### src/sv/ptam_pkg.sv
// ----------------------------------------------------------------------------
// ptam_pkg
// Shared types and constants for the peer table activation manager.
// ----------------------------------------------------------------------------
`default_nettype none

package ptam_pkg;

    localparam int MAX_PEERS_DEF = 20;
    localparam int MAC_W         = 48;
    localparam int TIMEOUT_W     = 16;
    localparam int LIMIT_W       = 4;
    localparam int PEN_W         = 3;
    localparam int CFG_IDX_W     = 2;

    localparam logic [TIMEOUT_W-1:0] TIMEOUT_RST = 16'd2000;
    localparam logic [LIMIT_W-1:0]   LIMIT_RST   = 4'd5;
    localparam logic [PEN_W-1:0]     PEN_RST     = 3'd2;
    localparam logic [LIMIT_W-1:0]   FC_MAX      = 4'd15;

    typedef enum logic [2:0] {
        REQ_REGISTER = 3'd0,
        REQ_SEND     = 3'd1,
        REQ_REPORT   = 3'd2,
        REQ_ACK      = 3'd3,
        REQ_SELECT   = 3'd4,
        REQ_TICK     = 3'd5
    } t_req;

    typedef enum logic [2:0] {
        KIND_STATUS   = 3'd0,
        KIND_ACK      = 3'd1,
        KIND_ACTIVATE = 3'd2,
        KIND_DEACT    = 3'd3,
        KIND_ADDED    = 3'd4,
        KIND_REMOVED  = 3'd5
    } t_kind;

    typedef enum logic [1:0] {
        CFG_TIMEOUT = 2'd0,
        CFG_LIMIT   = 2'd1,
        CFG_PENALTY = 2'd2
    } t_cfg_idx;

    typedef enum logic [3:0] {
        S_IDLE,
        S_SEARCH,
        S_ADD,
        S_ACKOUT,
        S_HIT,
        S_RM_A,
        S_RM_B,
        S_RM_C,
        S_SN,
        S_SN_DEACT,
        S_SN_RDN,
        S_SN_ACT,
        S_ACK_CMP,
        S_STATUS
    } t_state;

endpackage

`default_nettype wire

### src/sv/ptam_ram.sv
// ----------------------------------------------------------------------------
// ptam_ram
// Generic single-write, single-read RAM with registered read data.
// ----------------------------------------------------------------------------
`default_nettype none

module ptam_ram #(
    parameter int WIDTH = 48,
    parameter int DEPTH = 20
) (
    input  wire logic                                 i_clk,
    input  wire logic                                 i_we,
    input  wire logic [(DEPTH>1?$clog2(DEPTH):1)-1:0] i_waddr,
    input  wire logic [WIDTH-1:0]                     i_wdata,
    input  wire logic [(DEPTH>1?$clog2(DEPTH):1)-1:0] i_raddr,
    output logic      [WIDTH-1:0]                     o_rdata
);

    logic [WIDTH-1:0] r_mem [DEPTH];

    always_ff @(posedge i_clk) begin
        if (i_we) begin
            r_mem[i_waddr] <= i_wdata;
        end
        o_rdata <= r_mem[i_raddr];
    end

endmodule

`default_nettype wire

### src/sv/peer_table_activation_manager_top.sv
// ----------------------------------------------------------------------------
// peer_table_activation_manager_top
// Compact peer table with failure counting, round-robin activation handshake
// and activate timeout; one shared address compare under a small sequencer.
// ----------------------------------------------------------------------------
//
//  channel   direction  handshake                    payload
//  in        sink       i_in_valid / o_in_stall      req_type, peer_mac, flags
//  out       source     o_out_valid / i_out_stall    kind, mac, state snapshot
//  cfg       sink       i_cfg_valid / o_cfg_ready    index, data
//
//  an item is accepted, then the N entries are searched (read, compare next
//  cycle); then come the flag update, a removal (read the entry, read the last,
//  move), a select-next (deactivate, read, activate) and the status item
//  the addresses sit in a single-port-read ram; the one read port sets the pace
//  reset is synchronous, active low, and clears the table at once (no sweep)
//  a stalled output holds the sequencer in its emitting state
// ----------------------------------------------------------------------------
`default_nettype none

module peer_table_activation_manager_top #(
    parameter int MAX_PEERS = ptam_pkg::MAX_PEERS_DEF,
    parameter int IW = (MAX_PEERS > 1) ? $clog2(MAX_PEERS) : 1,
    parameter int CW = $clog2(MAX_PEERS + 1)
) (
    input  wire logic                            i_clk,
    input  wire logic                            i_rst_n,
    // input items
    input  wire logic                            i_in_valid,
    output logic                                 o_in_stall,
    input  wire logic [2:0]                      i_req_type,
    input  wire logic [ptam_pkg::MAC_W-1:0]      i_peer_mac,
    input  wire logic                            i_heartbeat_send,
    input  wire logic                            i_immediate_fail,
    input  wire logic                            i_delivered,
    // result items
    output logic                                 o_out_valid,
    input  wire logic                            i_out_stall,
    output logic [2:0]                           o_out_kind,
    output logic [ptam_pkg::MAC_W-1:0]           o_out_mac,
    output logic [CW-1:0]                        o_peer_count,
    output logic                                 o_active_valid,
    output logic [IW-1:0]                        o_active_index,
    output logic                                 o_waiting_ack,
    output logic                                 o_last,
    // configuration writes
    input  wire logic                            i_cfg_valid,
    output logic                                 o_cfg_ready,
    input  wire logic [ptam_pkg::CFG_IDX_W-1:0]  i_cfg_index,
    input  wire logic [ptam_pkg::TIMEOUT_W-1:0]  i_cfg_data
);

    import ptam_pkg::*;

    // configuration registers
    logic [TIMEOUT_W-1:0] r_timeout;
    logic [LIMIT_W-1:0]   r_limit;
    logic [PEN_W-1:0]     r_pen;

    // sequencer and captured item
    t_state r_state, n_state;
    t_req   r_origin, n_origin;
    logic [MAC_W-1:0] r_mac, n_mac;
    logic r_hbin, n_hbin, r_imm, n_imm, r_ok, n_ok;
    logic [CW-1:0] r_i, n_i;
    logic r_pv, n_pv;
    logic [IW-1:0] r_pi, n_pi, r_slot, n_slot, r_next, n_next;
    logic [MAC_W-1:0] r_rmmac, n_rmmac;

    // table state
    logic [CW-1:0] r_count, n_count;
    logic r_act_v, n_act_v, r_await, n_await;
    logic [IW-1:0] r_act, n_act, r_pend, n_pend;
    logic [TIMEOUT_W-1:0] r_age, n_age;
    logic [LIMIT_W-1:0] r_fc [MAX_PEERS];
    logic [LIMIT_W-1:0] n_fc [MAX_PEERS];
    logic r_hb [MAX_PEERS];
    logic n_hb [MAX_PEERS];
    logic r_sup [MAX_PEERS];
    logic n_sup [MAX_PEERS];

    // output register
    logic r_ov;
    logic [2:0] r_okind;
    logic [MAC_W-1:0] r_omac;
    logic [CW-1:0] r_ocnt;
    logic r_oav, r_owa, r_olast;
    logic [IW-1:0] r_oai;

    // address ram
    logic ram_we;
    logic [IW-1:0] ram_waddr, ram_raddr;
    logic [MAC_W-1:0] ram_wdata, ram_rdata;

    ptam_ram #(.WIDTH(MAC_W), .DEPTH(MAX_PEERS)) u_addr_ram (
        .i_clk   (i_clk),
        .i_we    (ram_we),
        .i_waddr (ram_waddr),
        .i_wdata (ram_wdata),
        .i_raddr (ram_raddr),
        .o_rdata (ram_rdata)
    );

    // emit controls
    logic e_do, e_last, out_free, in_acc;
    t_kind e_kind;
    logic [MAC_W-1:0] e_mac;

    // per-entry flag read, one address at a time
    logic [IW-1:0] f_addr, last_idx;
    logic [LIMIT_W-1:0] f_fc, new_fc, inc;
    logic f_hb, f_sup, hitp, act_keep, mac_hit;
    logic [LIMIT_W:0] fc_sum;

    assign out_free    = !r_ov || !i_out_stall;
    assign in_acc      = i_in_valid && !o_in_stall;
    assign o_in_stall  = (r_state != S_IDLE);
    assign o_cfg_ready = 1'b1;
    assign last_idx    = IW'(r_count - CW'(1));
    assign mac_hit     = r_pv && (ram_rdata == r_mac);

    assign f_fc  = r_fc[f_addr];
    assign f_hb  = r_hb[f_addr];
    assign f_sup = r_sup[f_addr];

    // the shared saturating adder for failure counts
    assign fc_sum = {1'b0, f_fc} + {1'b0, inc};
    assign new_fc = (fc_sum > {1'b0, FC_MAX}) ? FC_MAX : fc_sum[LIMIT_W-1:0];

    always_comb begin
        n_state  = r_state;
        n_origin = r_origin;
        n_mac    = r_mac;
        n_hbin   = r_hbin;
        n_imm    = r_imm;
        n_ok     = r_ok;
        n_i      = r_i;
        n_pv     = r_pv;
        n_pi     = r_pi;
        n_slot   = r_slot;
        n_next   = r_next;
        n_rmmac  = r_rmmac;
        n_count  = r_count;
        n_act_v  = r_act_v;
        n_act    = r_act;
        n_await  = r_await;
        n_pend   = r_pend;
        n_age    = r_age;
        n_fc     = r_fc;
        n_hb     = r_hb;
        n_sup    = r_sup;
        ram_we    = 1'b0;
        ram_waddr = r_slot;
        ram_wdata = ram_rdata;
        ram_raddr = r_pend;
        f_addr    = r_slot;
        inc       = LIMIT_W'(r_pen);
        hitp      = 1'b0;
        act_keep  = 1'b0;
        e_do   = 1'b0;
        e_last = 1'b1;
        e_kind = KIND_STATUS;
        e_mac  = r_mac;

        unique case (r_state)
            S_IDLE: begin
                // ram read of the pending entry is issued here for activate ack
                ram_raddr = r_pend;
                if (in_acc) begin
                    n_origin = t_req'(i_req_type);
                    n_mac    = i_peer_mac;
                    n_hbin   = i_heartbeat_send;
                    n_imm    = i_immediate_fail;
                    n_ok     = i_delivered;
                    n_i      = '0;
                    n_pv     = 1'b0;
                    case (i_req_type)
                        REQ_REGISTER, REQ_SEND, REQ_REPORT: n_state = S_SEARCH;
                        REQ_ACK: begin
                            if (r_await && ({1'b0, r_pend} < (CW+1)'(r_count)))
                                n_state = S_ACK_CMP;
                            else
                                n_state = S_STATUS;
                        end
                        REQ_SELECT: n_state = S_SN;
                        REQ_TICK: begin
                            n_state = S_STATUS;
                            if (r_await) begin
                                if (r_age >= r_timeout) begin
                                    // timeout: handshake dropped before the removal
                                    n_await = 1'b0;
                                    n_age   = '0;
                                    if ({1'b0, r_pend} < (CW+1)'(r_count)) begin
                                        n_slot  = r_pend;
                                        n_state = S_RM_A;
                                    end
                                end else begin
                                    n_age = r_age + TIMEOUT_W'(1);
                                end
                            end
                        end
                        default: n_state = S_STATUS;
                    endcase
                end
            end

            S_SEARCH: begin
                // issue one read per cycle, compare the previous one
                ram_raddr = r_i[IW-1:0];
                if (mac_hit) begin
                    n_pv   = 1'b0;
                    n_slot = r_pi;
                    n_state = (r_origin == REQ_REGISTER) ? S_ACKOUT : S_HIT;
                end else if (r_i < r_count) begin
                    n_pv = 1'b1;
                    n_pi = r_i[IW-1:0];
                    n_i  = r_i + CW'(1);
                end else begin
                    n_pv = 1'b0;
                    if (r_origin == REQ_REGISTER)
                        n_state = (r_count < CW'(MAX_PEERS)) ? S_ADD : S_ACKOUT;
                    else
                        n_state = S_STATUS;
                end
            end

            S_ADD: begin
                if (out_free) begin
                    ram_we    = 1'b1;
                    ram_waddr = r_count[IW-1:0];
                    ram_wdata = r_mac;
                    n_fc[r_count[IW-1:0]]  = '0;
                    n_hb[r_count[IW-1:0]]  = 1'b0;
                    n_sup[r_count[IW-1:0]] = 1'b0;
                    n_count = r_count + CW'(1);
                    e_do    = 1'b1;
                    e_kind  = KIND_ADDED;
                    e_last  = 1'b0;
                    n_state = S_ACKOUT;
                end
            end

            S_ACKOUT: begin
                if (out_free) begin
                    e_do    = 1'b1;
                    e_kind  = KIND_ACK;
                    n_state = S_IDLE;
                end
            end

            S_HIT: begin
                f_addr  = r_slot;
                n_state = S_STATUS;
                if (r_origin == REQ_SEND) begin
                    n_hb[r_slot] = r_hbin;
                    if (r_imm && r_hbin) begin
                        inc = LIMIT_W'(r_pen);
                        n_fc[r_slot]  = new_fc;
                        n_sup[r_slot] = 1'b1;
                        if (new_fc >= r_limit)
                            n_state = S_RM_A;
                    end
                end else begin
                    if (r_ok) begin
                        n_fc[r_slot]  = '0;
                        n_hb[r_slot]  = 1'b0;
                        n_sup[r_slot] = 1'b0;
                    end else if (f_sup) begin
                        n_sup[r_slot] = 1'b0;
                        n_hb[r_slot]  = 1'b0;
                    end else begin
                        inc = f_hb ? LIMIT_W'(r_pen) : LIMIT_W'(1);
                        n_fc[r_slot] = new_fc;
                        n_hb[r_slot] = 1'b0;
                        if (new_fc >= r_limit)
                            n_state = S_RM_A;
                    end
                end
            end

            S_RM_A: begin
                ram_raddr = r_slot;
                n_state   = S_RM_B;
            end

            S_RM_B: begin
                n_rmmac   = ram_rdata;
                ram_raddr = last_idx;
                n_state   = S_RM_C;
            end

            S_RM_C: begin
                // last entry moves into the gap
                ram_raddr = last_idx;
                f_addr    = last_idx;
                hitp      = r_await && (r_pend == r_slot);
                act_keep  = r_act_v && (r_act != r_slot);
                if (out_free) begin
                    if (r_slot != last_idx) begin
                        ram_we    = 1'b1;
                        ram_waddr = r_slot;
                        ram_wdata = ram_rdata;
                        n_fc[r_slot]  = f_fc;
                        n_hb[r_slot]  = f_hb;
                        n_sup[r_slot] = f_sup;
                        if (act_keep && (r_act == last_idx))
                            n_act = r_slot;
                        if (!hitp && (r_pend == last_idx))
                            n_pend = r_slot;
                    end
                    n_fc[last_idx]  = '0;
                    n_hb[last_idx]  = 1'b0;
                    n_sup[last_idx] = 1'b0;
                    n_count = r_count - CW'(1);
                    n_act_v = act_keep;
                    if (hitp) begin
                        n_await = 1'b0;
                        n_pend  = '0;
                    end
                    e_do   = 1'b1;
                    e_kind = KIND_REMOVED;
                    e_mac  = r_rmmac;
                    if ((r_origin == REQ_SEND) && (n_count != '0)) begin
                        e_last  = n_await;
                        n_state = S_SN;
                    end else begin
                        n_state = S_IDLE;
                    end
                end
            end

            S_SN: begin
                ram_raddr = r_act;
                if ((r_count == '0) || r_await) begin
                    n_state = (r_origin == REQ_SELECT) ? S_STATUS : S_IDLE;
                end else begin
                    if (r_act_v)
                        n_next = ((CW'(r_act) + CW'(1)) == r_count) ? '0 : r_act + IW'(1);
                    else
                        n_next = '0;
                    n_state = r_act_v ? S_SN_DEACT : S_SN_RDN;
                end
            end

            S_SN_DEACT: begin
                ram_raddr = r_act;
                if (out_free) begin
                    n_act_v = 1'b0;
                    e_do    = 1'b1;
                    e_kind  = KIND_DEACT;
                    e_mac   = ram_rdata;
                    e_last  = 1'b0;
                    n_state = S_SN_RDN;
                end
            end

            S_SN_RDN: begin
                ram_raddr = r_next;
                n_state   = S_SN_ACT;
            end

            S_SN_ACT: begin
                ram_raddr = r_next;
                if (out_free) begin
                    n_hb[r_next] = 1'b0;
                    n_await = 1'b1;
                    n_age   = '0;
                    n_pend  = r_next;
                    e_do    = 1'b1;
                    e_kind  = KIND_ACTIVATE;
                    e_mac   = ram_rdata;
                    n_state = S_IDLE;
                end
            end

            S_ACK_CMP: begin
                ram_raddr = r_pend;
                if (ram_rdata == r_mac) begin
                    n_act   = r_pend;
                    n_act_v = 1'b1;
                    n_await = 1'b0;
                end
                n_state = S_STATUS;
            end

            S_STATUS: begin
                if (out_free) begin
                    e_do    = 1'b1;
                    e_kind  = KIND_STATUS;
                    n_state = S_IDLE;
                end
            end

            default: n_state = S_IDLE;
        endcase
    end

    // control state
    always_ff @(posedge i_clk) begin
        if (!i_rst_n) begin
            r_state <= S_IDLE;
            r_pv    <= 1'b0;
            r_count <= '0;
            r_act_v <= 1'b0;
            r_act   <= '0;
            r_await <= 1'b0;
            r_pend  <= '0;
            r_age   <= '0;
            r_ov    <= 1'b0;
            for (int k = 0; k < MAX_PEERS; k++) begin
                r_fc[k]  <= '0;
                r_hb[k]  <= 1'b0;
                r_sup[k] <= 1'b0;
            end
        end else begin
            r_state <= n_state;
            r_pv    <= n_pv;
            r_count <= n_count;
            r_act_v <= n_act_v;
            r_act   <= n_act;
            r_await <= n_await;
            r_pend  <= n_pend;
            r_age   <= n_age;
            r_fc    <= n_fc;
            r_hb    <= n_hb;
            r_sup   <= n_sup;
            if (e_do)
                r_ov <= 1'b1;
            else if (!i_out_stall)
                r_ov <= 1'b0;
        end
    end

    // configuration registers
    always_ff @(posedge i_clk) begin
        if (!i_rst_n) begin
            r_timeout <= TIMEOUT_RST;
            r_limit   <= LIMIT_RST;
            r_pen     <= PEN_RST;
        end else if (i_cfg_valid && o_cfg_ready) begin
            unique case (i_cfg_index)
                CFG_TIMEOUT: r_timeout <= i_cfg_data;
                CFG_LIMIT:   r_limit   <= i_cfg_data[LIMIT_W-1:0];
                CFG_PENALTY: r_pen     <= i_cfg_data[PEN_W-1:0];
                default: ;
            endcase
        end
    end

    // payload registers, no reset
    always_ff @(posedge i_clk) begin
        r_origin <= n_origin;
        r_mac    <= n_mac;
        r_hbin   <= n_hbin;
        r_imm    <= n_imm;
        r_ok     <= n_ok;
        r_i      <= n_i;
        r_pi     <= n_pi;
        r_slot   <= n_slot;
        r_next   <= n_next;
        r_rmmac  <= n_rmmac;
        if (e_do) begin
            // snapshot of the table state just after the action
            r_okind <= e_kind;
            r_omac  <= e_mac;
            r_ocnt  <= n_count;
            r_oav   <= n_act_v;
            r_oai   <= n_act;
            r_owa   <= n_await;
            r_olast <= e_last;
        end
    end

    assign o_out_valid    = r_ov;
    assign o_out_kind     = r_okind;
    assign o_out_mac      = r_omac;
    assign o_peer_count   = r_ocnt;
    assign o_active_valid = r_oav;
    assign o_active_index = r_oai;
    assign o_waiting_ack  = r_owa;
    assign o_last         = r_olast;

`ifndef SYNTH
    // a pending handshake always points inside the table
    a_pend_in_table: assert property (@(posedge i_clk) disable iff (!i_rst_n)
        r_await |-> ({1'b0, r_pend} < (CW+1)'(r_count)))
        else $error("pending index outside table");

    // the active peer always points inside the table
    a_act_in_table: assert property (@(posedge i_clk) disable iff (!i_rst_n)
        r_act_v |-> ({1'b0, r_act} < (CW+1)'(r_count)))
        else $error("active index outside table");

    // table never overfills
    a_count_max: assert property (@(posedge i_clk) disable iff (!i_rst_n)
        r_count <= CW'(MAX_PEERS))
        else $error("entry count above capacity");

    // a new result is only loaded when the output register is free
    a_no_overwrite: assert property (@(posedge i_clk) disable iff (!i_rst_n)
        (r_ov && i_out_stall) |-> !e_do)
        else $error("stalled result overwritten");
`endif

endmodule

`default_nettype wire
### config.mk
export PLATFORM = sky130hd
export DESIGN_NAME = peer_table_activation_manager_top
export DESIGN_NICKNAME = d
export VERILOG_FILES = /design/src/sv/ptam_pkg.sv /design/src/sv/ptam_ram.sv /design/src/sv/peer_table_activation_manager_top.sv
export SDC_FILE = /design/constraint.sdc
export NUM_CORES = 2
export LEC_CHECK = 0
export BUFFER_PORTS_ARGS = -buffer_cell sky130_fd_sc_hd__buf_2
export CAP_MARGIN = 40
export CORE_ASPECT_RATIO = 1.25
export CORE_MARGIN = 2
export CORE_UTILIZATION = 40
export DETAILED_ROUTE_END_ITERATION = 10
export PLACE_DENSITY_LB_ADDON = 0.05
export SETUP_SLACK_MARGIN = 0.1
export SLEW_MARGIN = 40
export SYNTH_ARGS = -nofsm -noshare
export SYNTH_HDL_FRONTEND = slang
export SYNTH_HIERARCHICAL = 1
export SYNTH_SLANG_ARGS = --single-unit
export TNS_END_PERCENT = 50
### constraint.sdc
create_clock -name i_clk -period 5.6 [get_ports i_clk]
set_input_delay 0.84 -clock i_clk [delete_from_list [all_inputs] [get_ports i_clk]]
set_output_delay 0.84 -clock i_clk [all_outputs]
set_load 0.01 [all_outputs]
==> flow_metrics.py <==
metrics = {
    "logic_synthesis": {
        "synthAdderAreaFrac": 0.00866,
        "yosysWarnings": 6,
        "ys_types": 102,
        "yosysSeqAreaShare": 0.665,
        "synth-seq-cells": 1376,
        "synthFlopType": "edfxtp_1",
        "syn-num-nets": 4411,
        "avgSynthCellArea_sq_um": 13.7,
        "synth.area.top_cells": "edfxtp_1 (59%), dfxtp_1 (7.8%), mux2i_1 (6.4%)",
        "synth_edf_count": 1146,
        "synth-compound-area-share": 0.0969,
        "synth.top_cell.area_share": 0.586,
        "synth_top_family_by_area": "multiplexers",
        "synth_top_area_cell": "edfxtp_1",
        "synthXorXnorAreaFrac": 0.0146,
        "netlist_area_sq_mm": 0.0587,
        "async_reset_ff_frac": 0,
        "synthMuxAreaShare": 0.105,
        "syn_inst": 4294,
        "synth-simple-area-share": 0.0856,
    },
    "timing": {
        "worstMarginPinSlew_ns": 1.05,
        "setup_ws_ns": 0.352,
        "setup_viol": 0,
        "clock.fmax_mhz": 191,
        "skew_ns": 0.0366,
        "timing.final.crit_period_ns": 5.25,
        "period_share": 0.937,
        "slew_headroom": 0.295,
        "drv_slew": 0,
        "rsz0062_at_grt": "no",
        "hold_violations": 0,
        "hold_ws_ns": 0.222,
    },
    "power_and_ir_drop": {
        "p_int_mw": 22.7,
        "p_leak_nw": 22.3,
        "p_sw_mw": 12.5,
        "clockPowerShare": 0.270,
        "finalPower_mw": 35.2,
        "sw_frac_of_total": 0.356,
        "power-per-cell-area_mw_per_mm2": 521,
        "p_comb_frac": 0.334,
        "seqPwrFrac": 0.396,
        "irDropWorstVdd_v": 0.000439,
    },
    "global_routing": {
        "track_usage": 0.265,
        "grt_overflow": 0,
        "grt_pass1_wl_mm": 283,
        "grt_max_degree": 81,
        "grt_pass1_vias": 37900,
        "grt_antenna_before_repair": 3,
    },
    "die": {
        "die-height_um": 432,
        "start_util": 0.402,
        "core_sq_mm": 0.146,
        "die-area_sq_mm": 0.150,
        "fp.dieW_um": 347,
        "rows": 157,
        "io-pin-count": 144,
    },
    "cts": {
        "cts_tree": "done",
        "cts_sinks": 1376,
        "clk_latency_ns": 0.80,
        "cts_root_buffer": "clkbuf_16",
        "max-clock-path-buffers": 3,
        "cts_htree_levels": 4,
        "clk_pin_slew_worst_paths_ns": 0.06,
        "numCtsBuffers": 147,
    },
    "layout": {
        "final_cell_mix": "edfxtp_1 (1146), nand2_1 (494), mux2i_1 (375)",
        "instances_no_fill": 6525,
        "utilization": 0.462,
        "n_antenna_cell": 0,
        "fin_nets": 4617,
        "drive_gt1_frac": 0.170,
        "final_common_cell": "edfxtp_1",
        "synthToLayoutAreaGrowth_pct": 15.0,
    },
    "run_status": {
        "status": "complete, no violations",
    },
    "setup_path": {
        "r2r_start": "r_count[0]",
        "worstSetupEndpointType": "flip-flop",
        "reg2reg_slack_ns": 0.35,
        "cp_data_required_time_ns": 6.32,
        "cp.arrival_ns": 5.96,
        "reg2regPathDepth": 27,
        "slowest_delay_ns": 0.47,
        "critPathKind": "flip-flop to flip-flop",
        "crit_top_cell": "ha_1",
        "slowest_stage": "fa_1",
        "r2r-end": "r_state[3]",
        "cp_max_fo": 8,
        "startpoint_type": "flip-flop",
    },
    "min_path": {
        "holdPathStages": 1,
        "holdPathEnd": "r_mac[2]",
        "hp-class": "input pin to flip-flop",
        "hold_start": "i_peer_mac[2]",
    },
    "placed_design": {
        "placedCellCount": 6256,
        "port_buffers": 142,
        "post-place-ws_ns": 0.236,
        "hpwlAfterDp_mm": 124,
        "gp_congestion": 0.944,
    },
    "run": {
        "drv_cap": 0,
    },
    "detailed_routing": {
        "wire_per_inst_um": 30.7,
        "drt_iter0_drc": 3282,
        "dr.pass1.iters": 5,
        "via_count": 38100,
        "routed_wl_mm": 200,
        "ant_nets": 0,
        "drt-vias-per-instance": 5.83,
        "drc": 0,
    },
}
-- what timing repair did --
item / CTS / global route
resized for setup: 0 / 8
hold buffers: 0 / 0
hold endpoints to repair: 0 / 0
setup buffers: 0 / 1
endpoints found under the setup margin: 0 / 1
-- kinds of logic after synthesis --
family	count (synthesis)
compound gates	845
xor+xnor	93
fa+ha+maj	40
buf+inv	314
flops	1376
mux	529
other cells	1
simple gates	1096
-- sequential cells by signal, indices dropped and copies added, names as in the netlist, 5 cells and up --
signal,cells
r_act,5
u_addr_ram/r_mem,960
r_next,5
r_slot,5
o_out_mac,48
u_addr_ram/o_rdata,48
r_rmmac,48
r_timeout,16
r_fc,80
o_peer_count,5
r_hb,20
r_pend,5
r_age,16
o_active_index,5
r_mac,48
r_count,5
r_pi,5
r_sup,20
r_i,5
-- stage by stage --
stage | setup TNS, ns | instance area, sq um
after floorplan | -3.05 | 58700
after CTS | 0 | 67400
after global placement | 0 | 62600
final | 0 | 67500
after detailed placement | 0 | 62800
after global routing | 0 | 67500
-- synthesized netlist by cell type (all sizes together) (16+ instances only) --
library cell  number
o22ai             90
buf              116
nand3            178
a22oi            117
edfxtp          1146
nor4              16
a31oi             26
nor3              37
or3               20
o221ai            53
ha                39
and3              18
xor2              62
nand4             26
clkbuf           152
o21ai            136
nor2             183
mux4              58
nand2b            35
dfxtp            230
and2              20
a211oi            53
xnor2             28
mux2              92
o211ai            29
nand2            498
inv               45
a21oi            210
mux2i            379
-- final cells by class --
| cell class | instances | area [sq um] |
|---|---|---|
| clock buffers | 218 | 4190 |
| clock inverters | 48 | 450 |
| fillers | 13100 | 78700 |
| inverters | 46 | 175 |
| multi-input cells | 2605 | 18600 |
| flip-flops and latches | 1376 | 39000 |
| well taps | 1908 | 2390 |
| repair buffers | 324 | 2610 |
-- power groups by stage --
stage               registers (mW)  clock network (mW)  logic [mW]
finish                        13.9                9.51        11.7
global route                  14.0                10.1        12.6
CTS                           13.9                9.72        11.8
detailed placement            14.1                   0        11.8
global placement              14.1                   0        11.7
floorplan                     14.0                   0        7.45
-- per-layer routing --
| metal | global-route usage | routed length [um] |
|---|---|---|
| met1 | 0.336 | 82800 |
| met2 | 0.453 | 98900 |
| met3 | 0.0358 | 9200 |
| met4 | 0.116 | 9270 |
| met5 | 0 | 0 |
-- critical path, delay by kind of cell, from the launching register on --
family,cells,cell delay [ns]
AOI/OAI and AO/OA,15,2.40
xor gates and xnor gates,1,0.19
adders and majority gates,4,1.20
buffers and inverters,3,0.46
DFF,1,0.32
and+or+nand+nor,4,0.58
-- worst max-delay path by stage --
stage,depth (start not counted),start,endpoint
2_1_floorplan,13,r_count[1],u_addr_ram/r_mem[12][0]
3_3_place_gp,25,r_state[0],r_state[3]
3_5_place_dp,25,r_state[0],r_state[3]
4_1_cts,25,r_state[0],r_state[3]
5_1_grt,27,r_count[0],r_state[3]
6_report,27,r_count[0],r_state[3]
Note: power is estimated with default switching activity, not from simulation.
